===== src/hdl/extended_euclid_modular_inverse_unit_macros.svh =====
// assertion macros for the extended euclid modular inverse unit
// no dependencies; included by the top level only
`ifndef EXTENDED_EUCLID_MODULAR_INVERSE_UNIT_MACROS_SVH
`define EXTENDED_EUCLID_MODULAR_INVERSE_UNIT_MACROS_SVH

// same-cycle implication, disabled while reset is low
`define EEMI_ASSERT_IMPL(label, clk, rst_n, ante, cons) \
    label: assert property (@(posedge clk) disable iff (!(rst_n)) (ante) |-> (cons)) \
        else $error("eemi assertion failed: same-cycle implication");

// next-cycle implication, disabled while reset is low
`define EEMI_ASSERT_NEXT(label, clk, rst_n, ante, cons) \
    label: assert property (@(posedge clk) disable iff (!(rst_n)) (ante) |=> (cons)) \
        else $error("eemi assertion failed: next-cycle implication");

`endif


===== src/hdl/eemi_pkg.sv =====
// widths and shared types for the extended euclid modular inverse unit
// no dependencies
package eemi_pkg;

    localparam int WIDTH  = 32;
    localparam int UWIDTH = WIDTH - 1;
    localparam int CNT_W  = $clog2(UWIDTH);

    typedef logic [WIDTH-1:0]  t_sword;
    typedef logic [UWIDTH-1:0] t_uword;
    typedef logic [CNT_W-1:0]  t_cnt;
    typedef logic [2:0]        t_state;

endpackage


===== src/hdl/extended_euclid_modular_inverse_unit.sv =====
// Extended Euclid modular inverse unit: top level with sequencer and bit-serial divider.
// Depends on eemi_pkg and extended_euclid_modular_inverse_unit_macros.svh.
//
// Takes a signed number and an unsigned modulus, runs the extended Euclidean algorithm on
// (|number|, modulus) and returns the gcd, the Bezout coefficients and the modular inverse
// (0 when the gcd exceeds one). One transaction is in work at a time; o_ready is high only
// while the unit is idle. Each Euclid iteration runs a restoring one-bit-per-cycle divider,
// which also accumulates q*s and q*t by shift-and-add, followed by one update step. A zero
// modulus skips the divider and goes straight to the finish state. The result sits in an
// output register, so a new transaction is accepted while the previous result still waits.
`include "extended_euclid_modular_inverse_unit_macros.svh"

module extended_euclid_modular_inverse_unit (
    input  logic                                  i_clk,
    input  logic                                  i_rst_n,
    input  logic                                  i_valid,
    output logic                                  o_ready,
    input  logic signed [eemi_pkg::WIDTH-1:0]     i_number,
    input  logic        [eemi_pkg::UWIDTH-1:0]    i_modulus,
    output logic                                  o_valid,
    input  logic                                  i_ready,
    output logic        [eemi_pkg::UWIDTH-1:0]    o_gcd_value,
    output logic signed [eemi_pkg::WIDTH-1:0]     o_coef_number,
    output logic signed [eemi_pkg::WIDTH-1:0]     o_coef_modulus,
    output logic        [eemi_pkg::UWIDTH-1:0]    o_inverse
);

    localparam eemi_pkg::t_state ST_IDLE   = 3'd0;
    localparam eemi_pkg::t_state ST_DIV    = 3'd1;
    localparam eemi_pkg::t_state ST_UPDATE = 3'd2;
    localparam eemi_pkg::t_state ST_FINISH = 3'd3;

    eemi_pkg::t_state r_state, n_state;
    eemi_pkg::t_cnt   r_cnt, n_cnt;
    eemi_pkg::t_uword r_old_r, n_old_r, r_r, n_r;
    eemi_pkg::t_uword r_rem, n_rem, r_dvd, n_dvd, r_mod, n_mod;
    eemi_pkg::t_sword r_old_s, n_old_s, r_s, n_s;
    eemi_pkg::t_sword r_old_t, n_old_t, r_t, n_t;
    eemi_pkg::t_sword r_acc_s, n_acc_s, r_acc_t, n_acc_t;

    logic             r_out_valid, n_out_valid;
    eemi_pkg::t_uword r_out_gcd, n_out_gcd, r_out_inv, n_out_inv;
    eemi_pkg::t_sword r_out_x, n_out_x, r_out_y, n_out_y;

    logic                          in_fire;
    logic                          num_neg;
    eemi_pkg::t_sword              neg_val;
    eemi_pkg::t_uword              mag;
    logic [eemi_pkg::UWIDTH:0]     rem_sh;
    logic [eemi_pkg::UWIDTH+1:0]   diff;
    logic                          q_bit;
    eemi_pkg::t_sword              x_plus_mod;

    assign in_fire = i_valid && (r_state == ST_IDLE);

    // magnitude of the number; only the most negative code saturates
    always_comb begin
        num_neg = i_number[eemi_pkg::WIDTH-1];
        neg_val = eemi_pkg::t_sword'(0) - eemi_pkg::t_sword'(i_number);
        if (!num_neg) begin
            mag = i_number[eemi_pkg::UWIDTH-1:0];
        end else if (neg_val[eemi_pkg::WIDTH-1]) begin
            mag = '1;
        end else begin
            mag = neg_val[eemi_pkg::UWIDTH-1:0];
        end
    end

    // one restoring divide step
    always_comb begin
        rem_sh = {r_rem, r_dvd[eemi_pkg::UWIDTH-1]};
        diff   = {1'b0, rem_sh} - {2'b00, r_r};
        q_bit  = !diff[eemi_pkg::UWIDTH+1];
    end

    assign x_plus_mod = r_old_s + {1'b0, r_mod};

    always_comb begin
        n_state     = r_state;
        n_cnt       = r_cnt;
        n_old_r     = r_old_r;
        n_r         = r_r;
        n_rem       = r_rem;
        n_dvd       = r_dvd;
        n_mod       = r_mod;
        n_old_s     = r_old_s;
        n_s         = r_s;
        n_old_t     = r_old_t;
        n_t         = r_t;
        n_acc_s     = r_acc_s;
        n_acc_t     = r_acc_t;
        n_out_valid = r_out_valid;
        n_out_gcd   = r_out_gcd;
        n_out_inv   = r_out_inv;
        n_out_x     = r_out_x;
        n_out_y     = r_out_y;

        if (r_out_valid && i_ready) begin
            n_out_valid = 1'b0;
        end

        case (r_state)
            ST_IDLE: begin
                if (in_fire) begin
                    n_old_r = mag;
                    n_r     = i_modulus;
                    n_mod   = i_modulus;
                    n_old_s = eemi_pkg::t_sword'(1);
                    n_s     = '0;
                    n_old_t = '0;
                    n_t     = eemi_pkg::t_sword'(1);
                    n_rem   = '0;
                    n_dvd   = mag;
                    n_acc_s = '0;
                    n_acc_t = '0;
                    n_cnt   = eemi_pkg::t_cnt'(eemi_pkg::UWIDTH - 1);
                    n_state = (i_modulus == '0) ? ST_FINISH : ST_DIV;
                end
            end
            ST_DIV: begin
                n_rem   = q_bit ? diff[eemi_pkg::UWIDTH-1:0] : rem_sh[eemi_pkg::UWIDTH-1:0];
                n_dvd   = {r_dvd[eemi_pkg::UWIDTH-2:0], 1'b0};
                n_acc_s = {r_acc_s[eemi_pkg::WIDTH-2:0], 1'b0} + (q_bit ? r_s : '0);
                n_acc_t = {r_acc_t[eemi_pkg::WIDTH-2:0], 1'b0} + (q_bit ? r_t : '0);
                if (r_cnt == '0) begin
                    n_state = ST_UPDATE;
                end else begin
                    n_cnt = r_cnt - eemi_pkg::t_cnt'(1);
                end
            end
            ST_UPDATE: begin
                n_old_r = r_r;
                n_r     = r_rem;
                n_old_s = r_s;
                n_s     = r_old_s - r_acc_s;
                n_old_t = r_t;
                n_t     = r_old_t - r_acc_t;
                n_dvd   = r_r;
                n_rem   = '0;
                n_acc_s = '0;
                n_acc_t = '0;
                n_cnt   = eemi_pkg::t_cnt'(eemi_pkg::UWIDTH - 1);
                n_state = (r_rem == '0) ? ST_FINISH : ST_DIV;
            end
            ST_FINISH: begin
                // wait until the output register is free
                if (!r_out_valid || i_ready) begin
                    n_out_valid = 1'b1;
                    n_out_gcd   = r_old_r;
                    n_out_x     = r_old_s;
                    n_out_y     = r_old_t;
                    if (r_old_r > eemi_pkg::t_uword'(1)) begin
                        n_out_inv = '0;
                    end else if (r_old_s[eemi_pkg::WIDTH-1]) begin
                        n_out_inv = x_plus_mod[eemi_pkg::UWIDTH-1:0];
                    end else begin
                        n_out_inv = r_old_s[eemi_pkg::UWIDTH-1:0];
                    end
                    n_state = ST_IDLE;
                end
            end
            default: begin
                n_state = ST_IDLE;
            end
        endcase
    end

    always_ff @(posedge i_clk) begin
        if (!i_rst_n) begin
            r_state     <= ST_IDLE;
            r_cnt       <= '0;
            r_out_valid <= 1'b0;
        end else begin
            r_state     <= n_state;
            r_cnt       <= n_cnt;
            r_out_valid <= n_out_valid;
        end
    end

    always_ff @(posedge i_clk) begin
        r_old_r   <= n_old_r;
        r_r       <= n_r;
        r_rem     <= n_rem;
        r_dvd     <= n_dvd;
        r_mod     <= n_mod;
        r_old_s   <= n_old_s;
        r_s       <= n_s;
        r_old_t   <= n_old_t;
        r_t       <= n_t;
        r_acc_s   <= n_acc_s;
        r_acc_t   <= n_acc_t;
        r_out_gcd <= n_out_gcd;
        r_out_inv <= n_out_inv;
        r_out_x   <= n_out_x;
        r_out_y   <= n_out_y;
    end

    assign o_ready        = (r_state == ST_IDLE);
    assign o_valid        = r_out_valid;
    assign o_gcd_value    = r_out_gcd;
    assign o_coef_number  = r_out_x;
    assign o_coef_modulus = r_out_y;
    assign o_inverse      = r_out_inv;

    `EEMI_ASSERT_IMPL(a_rem_below_divisor, i_clk, i_rst_n, r_state == ST_DIV, (r_r != '0) && (r_rem < r_r))
    `EEMI_ASSERT_NEXT(a_zero_mod_skips_loop, i_clk, i_rst_n, in_fire && (i_modulus == '0), r_state == ST_FINISH)
    `EEMI_ASSERT_IMPL(a_no_inverse_when_gcd_big, i_clk, i_rst_n, r_out_valid && (r_out_gcd > eemi_pkg::t_uword'(1)), r_out_inv == '0)

endmodule


===== config.mk =====
export PLATFORM = sky130hd
export DESIGN_NAME = extended_euclid_modular_inverse_unit
export DESIGN_NICKNAME = d
export VERILOG_FILES = /design/src/hdl/eemi_pkg.sv /design/src/hdl/extended_euclid_modular_inverse_unit.sv
export VERILOG_INCLUDE_DIRS = /design/src /design/src/hdl
export SDC_FILE = /design/constraint.sdc
export NUM_CORES = 1
export LEC_CHECK = 0
export BUFFER_PORTS_ARGS = -buffer_cell sky130_fd_sc_hd__buf_2
export CAP_MARGIN = 30
export CORE_ASPECT_RATIO = 1.75
export CORE_MARGIN = 4
export CORE_UTILIZATION = 50
export DETAILED_ROUTE_END_ITERATION = 16
export GPL_TIMING_DRIVEN = 1
export PLACE_DENSITY = 0.68
export SLEW_MARGIN = 20
export SYNTH_ARGS = -nofsm -noshare
export SYNTH_HDL_FRONTEND = slang
export SYNTH_SLANG_ARGS = --single-unit

===== constraint.sdc =====
create_clock -name i_clk -period 12.66 [get_ports i_clk]
set_input_delay 3.798 -clock i_clk [delete_from_list [all_inputs] [get_ports i_clk]]
set_output_delay 3.798 -clock i_clk [all_outputs]
set_load 0.01 [all_outputs]

# Word-level counts from Yosys, hierarchy flattened
# Cells that the tools add are included.
word_totals:
  ff_bits: 482
  wordCells: 83
op_classes:
  addsub: 8
  order_cmp: 1
  n_eq_ne: 7
  muxes: 33
  n_reduce_logical: 16
ops:
  columns: ["operator", "count"]
  rows:
  - ["$pmux W32 S2", 4]
  - ["$mux W31", 7]
  - ["$pmux W32 S3", 2]
  - ["$pmux W31 S3", 2]
  - ["$mux W32", 4]
  - ["$pmux W31 S2", 2]
  - ["$add A32 B32 Y32", 2]
  - ["$sub A32 B32 Y32", 2]
  - ["$logic_not A31 Y1", 2]
  - ["$sub A32 B31 Y33", 1]
  - ["$sub A1 B32 Y32 const A", 1]
  - ["$add A31 B31 Y31", 1]
  - ["$gt A31 B1 Y1 const B", 1]
  - ["$pmux W5 S3", 1]
  - ["$pmux W3 S4", 1]
  - ["$mux W5", 2]
  - ["$mux W3", 3]
  - ["$reduce_and A2 Y1", 4]
  - ["$eq A3 B2 Y1 const B", 2]
  - ["$ne A2 B2 Y1 const B", 3]
  - ["$reduce_and A3 Y1", 2]
  - ["$logic_not A5 Y1", 1]
  - ["$sub A5 B1 Y5 const B", 1]
  - ["$mux W2", 2]
  - ["other kinds (9)", 12]

# Longest topological paths before layout
# Gate-level depths: netlist (run 1).
depth:
  depth_word: 5
  ltp_mapped: 24
  depth_no_buf: 22

# Worst setup path before layout (run 1)
# Ideal clock, no wire load.
synth_timing:
  path_type: "reg-to-reg"
  startpoint: "reg r_state[0]"
  endpoint: "reg r_old_r[0] (enable)"
  arrival_time_ps: 9744
  t_required_ps: 11880
  path_slack_ps: 2136
  stages_incl_launch_ff: 7
  path_cell_list: "dfxtp_1 -> inv_1 -> ha_1 -> clkbuf_1 -> inv_1 -> clkbuf_1 -> o21bai_1"
synth_between:
  elab_chain_cells: 4
  word_cells_on_any_way: 6
  classes_between: "eq/ne: 2; reduce/logical: 4"
synth_lines:
  columns: ["item", "line", "text"]
  rows:
  - ["from (decl)", "extended_euclid_modular_inverse_unit.sv:33", "eemi_pkg::t_state r_state, n_state;"]
  - ["from (signal assigned)", "extended_euclid_modular_inverse_unit.sv:174", "r_state <= n_state;"]
  - ["$logic_not A3 Y1", "extended_euclid_modular_inverse_unit.sv:54, extended_euclid_modular_inverse_unit.sv:102", null]
  - ["$logic_and A1 B1 Y1", "extended_euclid_modular_inverse_unit.sv:54", "assign in_fire = i_valid && (r_state == ST_IDLE);"]
  - ["$ne A2 B1 Y1 (no source line)", null, null]
  - ["$reduce_and A2 Y1 (no source line) (*)", null, null]
  - ["to (signal assigned)", "extended_euclid_modular_inverse_unit.sv:181", "r_old_r <= n_old_r;"]
  - ["to (decl)", "extended_euclid_modular_inverse_unit.sv:35", "eemi_pkg::t_uword r_old_r, n_old_r, r_r, n_r;"]
# Mark *: on every way between the ends. The rest lies on a longest branch, timed or not.
# A chain may end at the register's enable or synchronous reset.

# Worst setup path after layout (run 1)
layout_timing:
  startpoint: "reg r_rem[12]"
  endpoint: "reg r_acc_t[31] (data pin)"
layout_between:
  elab_chain_cells: 4
layout_lines:
  columns: ["item", "line", "text"]
  rows:
  - ["from (decl)", "extended_euclid_modular_inverse_unit.sv:36", "eemi_pkg::t_uword r_rem, n_rem, r_dvd, n_dvd, r_mod, n_mod;"]
  - ["from (signal assigned)", "extended_euclid_modular_inverse_unit.sv:183", "r_rem <= n_rem;"]
  - ["$sub A32 B31 Y33", "extended_euclid_modular_inverse_unit.sv:72", "diff = {1'b0, rem_sh} - {2'b00, r_r};"]
  - ["$mux W32", "extended_euclid_modular_inverse_unit.sv:124", "n_acc_t = {r_acc_t[eemi_pkg::WIDTH-2:0], 1'b0} + (q_bit ? r_t : '0);"]
  - ["$add A32 B32 Y32", "extended_euclid_modular_inverse_unit.sv:124", null]
  - ["$pmux W32 S3", "extended_euclid_modular_inverse_unit.sv:102", "case (r_state)"]
  - ["to (signal assigned)", "extended_euclid_modular_inverse_unit.sv:191", "r_acc_t <= n_acc_t;"]
  - ["to (decl)", "extended_euclid_modular_inverse_unit.sv:39", "eemi_pkg::t_sword r_acc_s, n_acc_s, r_acc_t, n_acc_t;"]
# No other way between the ends.

==> metrics, run 1 <==
Clock Skew between 0.03 and 0.04 ns; mean area per synthesized cell roughly 11 um^2; CTS resizes 0; final hold slack about 0.45 ns; maximum VDD drop 0.123 mV; Crit path largest cell delay 0.70 ns; synthesized cell area 0.0283 mm^2; post-synthesis net count 2910; die span in y 323 um; Slew Limit Headroom 0.362; fraction of layout cells with a size suffix above 1 0.120; Seq cells post-synth about 480; final setup margin approximately 5.5 ns; DRC viols 0; GP Congestion 0.912; synth warn 0; RSZ-0062 raised after global routing no; Final min period approximately 7.1 ns; Setup TNS 0 ns; Worst EP required 12.98 ns; status complete, no violations; Root Driver clkbuf_16; H-tree Lvls 2; final max-slew violation count 0; worst hold-check path type flip-flop to flip-flop; DP Area roughly 0.030 mm^2; initial antenna violation count 3; post-route ant nets 0; Max FO, Critical Path 52; post-route design area 0.0317 mm^2; Setup Slack @ Placement 5.40 ns; Initial Utilization 0.505; Crit. End Element flip-flop; largest net degree at the start of global routing 90; first-pass GRT wire length 116000 um; ys async rst share 0; CP startpoint kind flip-flop; net count reported at finish 3088; LEAKAGE ~13 nW; die area 0.0607 mm^2; # Max-Cap Violations 0; routed len/inst 21.0 um; Row Count 115; Setup Crit Path Kind flip-flop to flip-flop; die width 188 um; CTS max path bufs 3; number of synthesized flops with an enable pin 473; post-layout instance count excluding filler cells 3561; Gate Count Post-Synth 2646; DP HPWL 54400 um; Final Cycle Share 0.563; fmax 140 MHz; CTS Sinks about 480; worst-skew pair later-pin latency 0.59 ns; Cells after DPL 3476; overall power 8.26 mW; Core Util, Final 0.564; vias in the first global route 21.3k; TritonCTS clock tree built; Post-CTS Setup Bufs 0; Layout area overhead 11.7%; GRT Util Overall 0.239; post-synth cell types 70; Worst EP arrival 7.44 ns; ys flop type edfxtp_1; Least-Margin Pin Slew between 0.9 and 1 ns; crit-path cells ha_1 > a211oi_1 > o21ai_0 > or3_1 > o2111a_1 > nor3_1 > a311oi_4 > buf_4 > and2_1 > ha_1 > fa_1 > a21o_1 > a41oi_1 > nand3_1 > a221oi_1 > o21ai_0 > a41oi_1 > o221ai_1 > a21oi_1 > xnor2_1 > and2_1; number of port buffers approximately 190; power per cell area 261 mW/mm^2; Post-CTS Hold Buffers 0; vias 21.2k; Final Hold Vio Count 0; CTS Buf Count 46; I/O pins 195; Detailed Route Iter0 Violations 1468; DR vias/cell slightly below 6; Pre-Repair DR Iteration Count 5; Routed WL approximately 75000 um; final setup fails 0; total gr overflow 0; post-synthesis sequential area ratio 0.507; Clk pin slew, worst setup/hold paths 0.07 ns; crit path max-delay cell type a221oi_1; Core Region 0.0561 mm^2
## registers in the layout, summed over array words and instances, names as in the netlist, 32 cells and up
name and count:
o_coef_modulus 32, o_coef_number 32, r_acc_s 32, r_acc_t 32, r_old_s 32, r_old_t 32
r_s 32, r_t 32
## report_power, final
part | switching, mW | internal, mW | total (mW)
registers | 0.339 | 2.42 | 2.76
logic | 2.48 | 1.60 | 4.08
clock network | 0.619 | 0.802 | 1.42
## layout by cell type (no fill, tap or decap), types with 22 or more instances in the layout
cell,count
nand2_1,194
a21boi_0,28
ha_1,188
a21oi_1,218
nor2b_1,29
xnor2_1,103
o21a_1,27
mux2_2,31
nand3_1,43
nor2_1,217
nor3_1,28
clkbuf_16,47
xor2_1,77
o21ai_0,120
buf_2,194
edfxtp_1,473
nand4_1,22
a21o_1,76
nand2b_1,28
and2_1,190
nor4_1,23
a22oi_1,26
inv_1,139
## worst paths after layout
kind / from / end / slack [ns] / depth (start not counted)
max reg2reg: r_rem[12] / r_acc_t[31] / 5.53 / 21
max: r_rem[12] / r_acc_t[31] / 5.53 / 21
min: r_old_t[0] / o_coef_modulus[0] / 0.45 / 0
min reg2reg: r_old_t[0] / o_coef_modulus[0] / 0.45 / 0
## area by class of cell
type                            instances  area [um^2]
Multi-Input combinational cell       1936        13200
Tap cell                              702          878
Antenna cell                            1         2.50
Clock buffer                           52         1190
Sequential cell                       481        14400
Fill cell                            4833        24500
Clock inverter                         30          309
Timing Repair Buffer                  217         1180
Inverter                              142          536
## logic make-up (layout without fill, tap and decap cells)
kind of cell    count (synthesis)  in the layout  synth area share
other cells                     0              1                 0
buf+inv                       229            441            0.0303
flops                         481            481             0.507
simple gates                  845            845             0.150
compound gates                663            663             0.149
xor+xnor                      180            180            0.0556
mux                            51             51            0.0194
fa+ha+maj                     197            197            0.0886
## metal layers
layer,up-vias,track usage,share of wire
li1,10000,-,-
met1,10200,0.279,0.38
met2,738,0.440,0.52
met3,180,0.0319,0.051
met4,2,0.103,0.044
met5,-,0,0.00017
## cells in the mapped netlist, types with 8 or more instances
library cell | number | area share
nor2b_1 | 30 | 0.0066
mux2i_1 | 20 | 0.0071
xor2_1 | 77 | 0.024
nand4_1 | 22 | 0.0049
clkbuf_1 | 80 | 0.011
dfxtp_1 | 8 | 0.0057
nor3_1 | 28 | 0.0049
o21a_1 | 27 | 0.0072
o31ai_1 | 20 | 0.0053
a22oi_1 | 26 | 0.0069
nand2_1 | 194 | 0.026
a21boi_0 | 28 | 0.0074
a31oi_1 | 18 | 0.0040
or3_1 | 17 | 0.0038
a211oi_1 | 20 | 0.0053
nor2_1 | 217 | 0.029
and3_1 | 12 | 0.0026
mux2_2 | 31 | 0.012
a21o_1 | 76 | 0.020
edfxtp_1 | 473 | 0.50
a21oi_1 | 218 | 0.038
ha_1 | 191 | 0.084
o211ai_1 | 11 | 0.0029
nor4_1 | 23 | 0.0051
nand3_1 | 43 | 0.0076
o21ai_0 | 120 | 0.021
xnor2_1 | 103 | 0.032
o21bai_1 | 20 | 0.0053
nand2b_1 | 28 | 0.0062
and2_1 | 190 | 0.042
inv_1 | 141 | 0.019
## critical path, delay by kind of cell, from the launching register on
kind / cells / cell delay [ns]
flops: 1 / 0.46
xor+xnor: 1 / 0.08
compound gates: 11 / 3.32
buf+inv: 1 / 0.31
simple gates: 5 / 1.64
fa+ha+maj: 3 / 1.00
Note: power is estimated with default switching activity, not from simulation.
==> inputs of run 2 (changes only) <==
Clock period 12.66 ns to 7.4 ns, I/O delays scaled along.
==> run 2 against run 1 <==
Sequential share of layout area shrank 0.27 points. Final cell count grew 0.14%. Maximum frequency grew 11%. Setup slack lost 4.6 ns. Largest power group unchanged. Highest routed layer is now met4. Global-route usage grew 0.72 points. Critical path depth grew 2. Core utilization grew 0.34 points. Worst hold slack lost 0.010 ns. Cell area grew 0.60%. First-iteration DRC count shrank 4.1%. Clock-buffer cell count shrank 1.
==> metrics, run 2 (synthesized netlist as in run 1, its figures left out) <==
worst-skew pair later-pin latency 0.60 ns; Worst EP arrival between 6 and 7 ns; # fillers between 4k and 5k; most frequent cells in the layout 473 x edfxtp_1, 218 x a21oi_1, 217 x nor2_1; initial antenna violation count 1; Setup Slack @ Placement about 1 ns; fraction of layout cells with a size suffix above 1 0.124; LEAKAGE 13.0 nW; vias 21.1k; RSZ-0062 raised after global routing no; Max FO, Critical Path 22; die span in y 323 um; CTS max path bufs 3; CP startpoint kind flip-flop; clock network power share 0.183; Flop pwr share 0.327; die area between 0.06 and 0.07 mm^2; Detailed Route Iter0 Violations 1408; Int Power 8.45 mW; largest net degree at the start of global routing 127; Core Region 0.0561 mm^2; DRC viols 0; post-route ant nets 0; Post-CTS Hold Buffers 0; hold path depth 0; post-layout instance count excluding filler cells 3566; worst hold-check path type flip-flop to flip-flop; Root Driver clkbuf_16; status complete, no violations; maximum VDD drop 0.216 mV; power per cell area 456 mW/mm^2; Post-CTS Setup Bufs 0; Clk pin slew, worst setup/hold paths about 0.070 ns; Routed WL 77000 um; R2R depth 23; DP Area ~0.030 mm^2; die width 188 um; first-pass GRT wire length 118000 um; combinational group share of total power 0.490; Final min period approximately 6.4 ns; commonest non-fill, non-tap cell in the layout edfxtp_1; H-tree Lvls 2; post-route design area 0.0318 mm^2; total gr overflow 0; final max-slew violation count 0; Initial Utilization 0.505; I/O pins slightly below 200; net count reported at finish 3090; Final Hold Vio Count 0; DR vias/cell slightly below 6; Layout area overhead 12.3%; number of port buffers about 190; Slew Limit Headroom 0.356; fmax 156 MHz; # Max-Cap Violations 0; Pre-Repair DR Iteration Count 6; Cells after DPL 3478; CTS resizes 0; DP HPWL 57100 um; final setup margin 0.985 ns; Crit. End Element flip-flop; CTS Buf Count 48; final setup fails 0; routed len/inst 21.6 um; CTS Sinks 481; Setup TNS 0 ns; vias in the first global route 21.2k; Setup Crit Path Kind flip-flop to flip-flop; ant diodes 0; GP Congestion 0.942; Clock Skew 0.0214 ns; P_sw 6.05 mW; switch share 0.417; GRT Util Overall 0.246; Final Cycle Share 0.867; Row Count 115; Worst EP required 7.75 ns; Least-Margin Pin Slew 0.967 ns; TritonCTS clock tree built
==> run 2: cell count changes in the layout (fill, tap and decap cells not counted), moves of 2 or more <==
cell        delta
bufinv_16      +3
clkbuf_16      +2
clkinv_1       -4
inv_6          +5
clkinv_4       +5
clkbuf_1       -3
buf_12         +3
clkinvlp_4     +2
buf_16         -2
clkinv_2       -4
==> run 2: power by group through the flow <==
stage / combinational, mW / clock [mW] / sequential, mW
floorplan: 5.30 / 0 / 4.57
finish: 7.11 / 2.66 / 4.74
global placement: 6.90 / 0 / 4.78
global route: 7.87 / 2.83 / 4.81
CTS: 7.08 / 2.71 / 4.75
detailed placement: 7.02 / 0 / 4.80
==> run 2: layout make-up <==
| class | count | area [um^2] | share of cell area |
|---|---|---|---|
| flip-flops and latches | 481 | 14400 | 0.451 |
| well taps | 702 | 878 | 0.0276 |
| clock buffers | 51 | 1230 | 0.0387 |
| multi-input cells | 1936 | 13200 | 0.414 |
| repair buffers | 217 | 1180 | 0.0371 |
| clock inverters | 37 | 467 | 0.0147 |
| inverters | 142 | 536 | 0.0168 |
==> run 2: through the flow <==
stage	util	total power, mW	hold slack (ns)
4_1_cts	0.567	14.5	0.437
2_1_floorplan	-	9.87	0.400
6_report	0.567	14.5	0.438
3_5_place_dp	0.537	11.8	0.408
3_3_place_gp	0.537	11.7	0.417
5_1_grt	0.567	15.5	0.466
==> run 2: routing by layer <==
layer | up-vias | wire, um | track usage
met1 | 10200 | 29100 | 0.278
met4 | 0 | 4020 | 0.115
li1 | 10000 | - | -
met3 | 193 | 3550 | 0.0314
met5 | - | 0 | 0
met2 | 632 | 40300 | 0.461
==> run 2: critical path, stage by stage, from the launching register on <==
cell       delay, ns
edfxtp_1        0.42
ha_1            0.25
fa_1            0.41
nor2b_1         0.20
o2111ai_1       0.15
a31oi_1         0.33
o2111a_1        0.31
nor3_1          0.07
buf_4           0.16
a311oi_4        0.71
buf_4           0.37
and2_1          0.17
ha_1            0.21
fa_1            0.26
a211oi_1        0.09
o21ai_0         0.29
a31oi_1         0.16
o41ai_1         0.41
a221o_1         0.30
nand3_1         0.12
o31a_1          0.32
o21ai_0         0.22
xnor2_1         0.08
and2_1          0.15
==> run 2: worst paths after layout <==
path | slack, ns | start | to
worst max-delay path | 0.98 | r_r[0] | r_acc_s[31]
worst min-delay path | 0.44 | r_old_r[0] | o_gcd_value[0]
worst max register to register | 0.98 | r_r[0] | r_acc_s[31]
worst min register to register | 0.44 | r_old_r[0] | o_gcd_value[0]
